File: config.mk
export PLATFORM = sky130hd
export DESIGN_NAME = tget_sqdist
export DESIGN_NICKNAME = d
export VERILOG_FILES = /design/src/tget_pkg.sv /design/src/tget_sqdist.sv
export SDC_FILE = /design/constraint.sdc
export NUM_CORES = 1
export LEC_CHECK = 0
export BUFFER_PORTS_ARGS = -buffer_cell sky130_fd_sc_hd__buf_2
export CAP_MARGIN = 20
export CORE_UTILIZATION = 65
export DETAILED_ROUTE_END_ITERATION = 10
export HOLD_SLACK_MARGIN = 0.03
export PLACE_DENSITY = 0.84
export SYNTH_ARGS = -nofsm -noshare
export SYNTH_HDL_FRONTEND = slang
export SYNTH_SLANG_ARGS = --single-unit
File: constraint.sdc
create_clock -name clock -period 28.1 [get_ports clock]
set_input_delay 2.81 -clock clock [delete_from_list [all_inputs] [get_ports clock]]
set_output_delay 2.81 -clock clock [all_outputs]
set_load 0.005 [all_outputs]
File: src/tget_pkg.sv
// Package with shared constants and types of the touch gesture event tracker.
package tget_pkg;

   localparam int TRACK_IDS_DEFAULT  = 16;
   localparam int COORD_BITS_DEFAULT = 15;

   localparam logic [15:0] MOVE_THRESHOLD_RESET = 16'd10;
   localparam logic [31:0] HOLD_TIME_RESET      = 32'd500;
   localparam logic [31:0] DEBOUNCE_TIME_RESET  = 32'd0;

   localparam logic [1:0] REG_MOVE_THRESHOLD = 2'd0;
   localparam logic [1:0] REG_HOLD_TIME      = 2'd1;
   localparam logic [1:0] REG_DEBOUNCE_TIME  = 2'd2;

   localparam logic [1:0] OP_POINT = 2'd0;
   localparam logic [1:0] OP_END   = 2'd1;
   localparam logic [1:0] OP_STOP  = 2'd2;

   localparam logic [1:0] EV_PRESS   = 2'd0;
   localparam logic [1:0] EV_RELEASE = 2'd1;
   localparam logic [1:0] EV_MOVE    = 2'd2;
   localparam logic [1:0] EV_HOLD    = 2'd3;

   localparam int HOLD_RADIUS_FACTOR = 3;
   localparam int CMP_W              = 36;

   typedef struct packed {
      logic [1:0]         kind;
      logic [3:0]         id;
      logic [14:0]        x;
      logic [14:0]        y;
      logic [15:0]        size;
      logic signed [15:0] dx;
      logic signed [15:0] dy;
      logic [31:0]        dur;
      logic               last;
   } event_type;

endpackage

File: src/tget_sqdist.sv
// Registered squared Euclidean distance between two points.
module tget_sqdist #(
   parameter int COORD_BITS = tget_pkg::COORD_BITS_DEFAULT
) (
   input  logic                    clock,
   input  logic [COORD_BITS-1:0]   ax,
   input  logic [COORD_BITS-1:0]   ay,
   input  logic [COORD_BITS-1:0]   bx,
   input  logic [COORD_BITS-1:0]   by,
   output logic [2*COORD_BITS:0]   dist_ff
);

   localparam int SW = 2 * COORD_BITS;

   logic [COORD_BITS-1:0]   abs_x;
   logic [COORD_BITS-1:0]   abs_y;
   logic [2*COORD_BITS-1:0] sq_x;
   logic [2*COORD_BITS-1:0] sq_y;
   logic [2*COORD_BITS:0]   dist_in;

   always_comb begin
      abs_x   = (ax >= bx) ? (ax - bx) : (bx - ax);
      abs_y   = (ay >= by) ? (ay - by) : (by - ay);
      sq_x    = SW'(abs_x) * SW'(abs_x);
      sq_y    = SW'(abs_y) * SW'(abs_y);
      dist_in = {1'b0, sq_x} + {1'b0, sq_y};
   end

   always_ff @(posedge clock) begin
      dist_ff <= dist_in;
   end

endmodule

==> flow_summary.json <==
{
  "outcome": "completed",
  "synthSimpleGateAreaFrac": 0.1179,
  "critPathSlowestCell": "nor2_1",
  "initial_core_util": 0.6608,
  "hold_viol_final": 0,
  "drtPass1Iterations": 6,
  "num_vias": 12670,
  "period_minus_slack_ns": 13.13,
  "wl_per_cell_um": 17.48,
  "ioPinCount": 92,
  "globalplace.congestion": 0.9798,
  "grt_max_degree": 22,
  "yosys.area_share.xor_xnor": 0.03706,
  "top_regs": "dist_ff x31",
  "clock_sinks": 31,
  "path_common_cell": "fa_1",
  "synth_top_family_by_area": "adder cells",
  "dieArea_um2": 26090,
  "finalSetupViolCount": 0,
  "ys.flop_type": "dfxtp_1",
  "area_growth_pct": 5.128,
  "whs_endpoint": "dist_ff[2]",
  "hold_start": "ax[1]",
  "synth-seq-area-share": 0.03751,
  "regMostFlops": "dist_ff",
  "nets": 2513,
  "synth_compound_area_frac": 0.09431,
  "fillCellCount": 1918,
  "cap_violations": 0,
  "grt_pass1_vias": 14070,
  "ctsResizeCount": 0,
  "die_w_um": 161.5,
  "drc": 0,
  "htreeDepth": 2,
  "min_delay_path_depth": 5,
  "final_cell_mix": "465 x inv_1, 331 x fa_1, 226 x ha_1, 133 x nor2_1, 129 x nand2_1",
  "drt-total-wl_um": 38920,
  "fmax_mhz": 76.18,
  "numPortBuffers": 91,
  "via_per_inst": 5.693,
  "synth_fa_ha_area_frac": 0.5715,
  "clk_pin_slew_ns": 0.06,
  "netlist_area_um2": 16540,
  "grt_pass1_wl_um": 66600,
  "antenna_found_initial": 0,
  "cts_tree": "built",
  "syn_avg_cell_area_um2": 9.020,
  "drt_iter0_drc": 870,
  "drv_slew": 0,
  "synth_warnings": 0,
  "syn_nets": 2452,
  "coreArea_um2": 25040,
  "cts_setup_buffers": 0,
  "yosys_register_bits": 31,
  "muxShareOfSynthArea": 0.01407,
  "cts_made_buffers": 5,
  "drtAntennaViolNets": 0,
  "grt-ovfl-total": 0,
  "diodes": 0,
  "rsz0062_at_grt": "false",
  "relSlewSlack": 0.2320,
  "die_h_um": 161.5,
  "required_ns": 28.28,
  "largest_register_ffs": 31,
  "clockRootBuffer": "clkbuf_16",
  "clock_path_buffers": 2,
  "critPathLaunchType": "primary input",
  "dp_hpwl_um": 33290,
  "synthArstFlopShare": 0,
  "synthCells": 1834,
  "crit_path_max_incr_delay_ns": 0.79,
  "layout-drive-gt1-share": 0.09230,
  "holdBufCountCts": 0,
  "worst_pin_slew_ns": 1.120,
  "crit_path_end_kind": "flip-flop",
  "row_count": 58,
  "synth.distinct_cells": 90,
  "critical_path_class": "primary input to flip-flop",
  "grt.total_usage": 0.3240,
  "min_period_over_period": 0.4671,
  "mostFrequentLayoutCell": "inv_1",
  "worstPathArrival_ns": 13.30,
  "setup_tns_ns": 0,
  "crit_path_max_fanout": 15,
  "hp-class": "primary input to flip-flop",
  "synth_edf_count": 0
}
## critical path: cells and delay by family
kind / cells / cell delay (ns)
buf+inv: 5 / 0.31
fa+ha+maj: 10 / 4.82
xor+xnor: 1 / 0.16
mux: 1 / 0.44
compound gates: 8 / 2.17
simple gates: 8 / 2.56
## logic make-up after synthesis
logic type               Yosys count
flip-flops                        31
AO/OA/AOI/OAI                    221
multiplexers                      19
AND/OR/NAND/NOR                  412
buffers and inverters            533
adder cells (fa/ha/maj)          557
XOR/XNOR                          61
## cell usage after synthesis, drive strengths merged, types with 4 or more instances
master	number	area share
a211o	4	0.0021
a21o	34	0.015
and2	23	0.0087
a31oi	12	0.0049
nand2b	19	0.0072
o21ai	41	0.013
a211oi	12	0.0064
mux2i	14	0.010
a21oi	63	0.021
buf	43	0.016
ha	226	0.17
xor2	22	0.015
nand2	130	0.030
nand3	23	0.0076
o21a	8	0.0036
clkinv	6	0.0014
dfxtp	31	0.038
inv	475	0.11
nor2	135	0.032
xnor2	39	0.022
fa	331	0.40
and3	7	0.0026
o21bai	8	0.0036
nor2b	11	0.0042
or3	6	0.0023
o211ai	4	0.0029
nand4	11	0.0049
nor3	28	0.0098
mux2	5	0.0039
clkbuf	9	0.0021
o31ai	8	0.0056
nand3b	6	0.0027
## layer usage
metal | track usage | vias up | routed length [um]
met5 | 0 | - | 0
met4 | 0.1355 | 0 | 1635
met3 | 0.06728 | 132 | 2959
met2 | 0.5617 | 505 | 19560
met1 | 0.3918 | 6303 | 14760
li1 | - | 5733 | -
## through the flow
stage               hold slack, ns  instances  area, um2  setup WS, ns  utilization
finish                       3.316       2226      17390         14.97       0.6947
global route                 3.367       2226      17390         14.44       0.6947
CTS                          3.306       2225      17380         15.08       0.6944
detailed placement           3.185       2217      17210         14.81       0.6874
global placement             3.186       2217      17210         14.97       0.6874
floorplan                    3.094       1834      16540         16.56            -
## area by class of cell
class                           count  area, um2  area share
Clock buffer                        6      138.9    0.007986
Clock inverter                      2      35.03    0.002014
Inverter                          481       1805      0.1038
Multi-Input combinational cell   1270      13810      0.7941
Sequential cell                    31      620.6     0.03568
Tap cell                          330      412.9     0.02374
Timing Repair Buffer              106      568.0     0.03266
## worst max path at each step
stage                 from          end  cells past startpoint
floorplan           ax[11]  dist_ff[30]                     33
global placement     ay[0]  dist_ff[30]                     33
detailed placement   ay[0]  dist_ff[30]                     32
CTS                  ay[0]  dist_ff[30]                     32
global route         ay[0]  dist_ff[30]                     32
finish               ay[0]  dist_ff[30]                     33
Power is left out: the tool's default activity adds up to more than one toggle a clock period on the data nets, which glitch-free logic cannot reach.
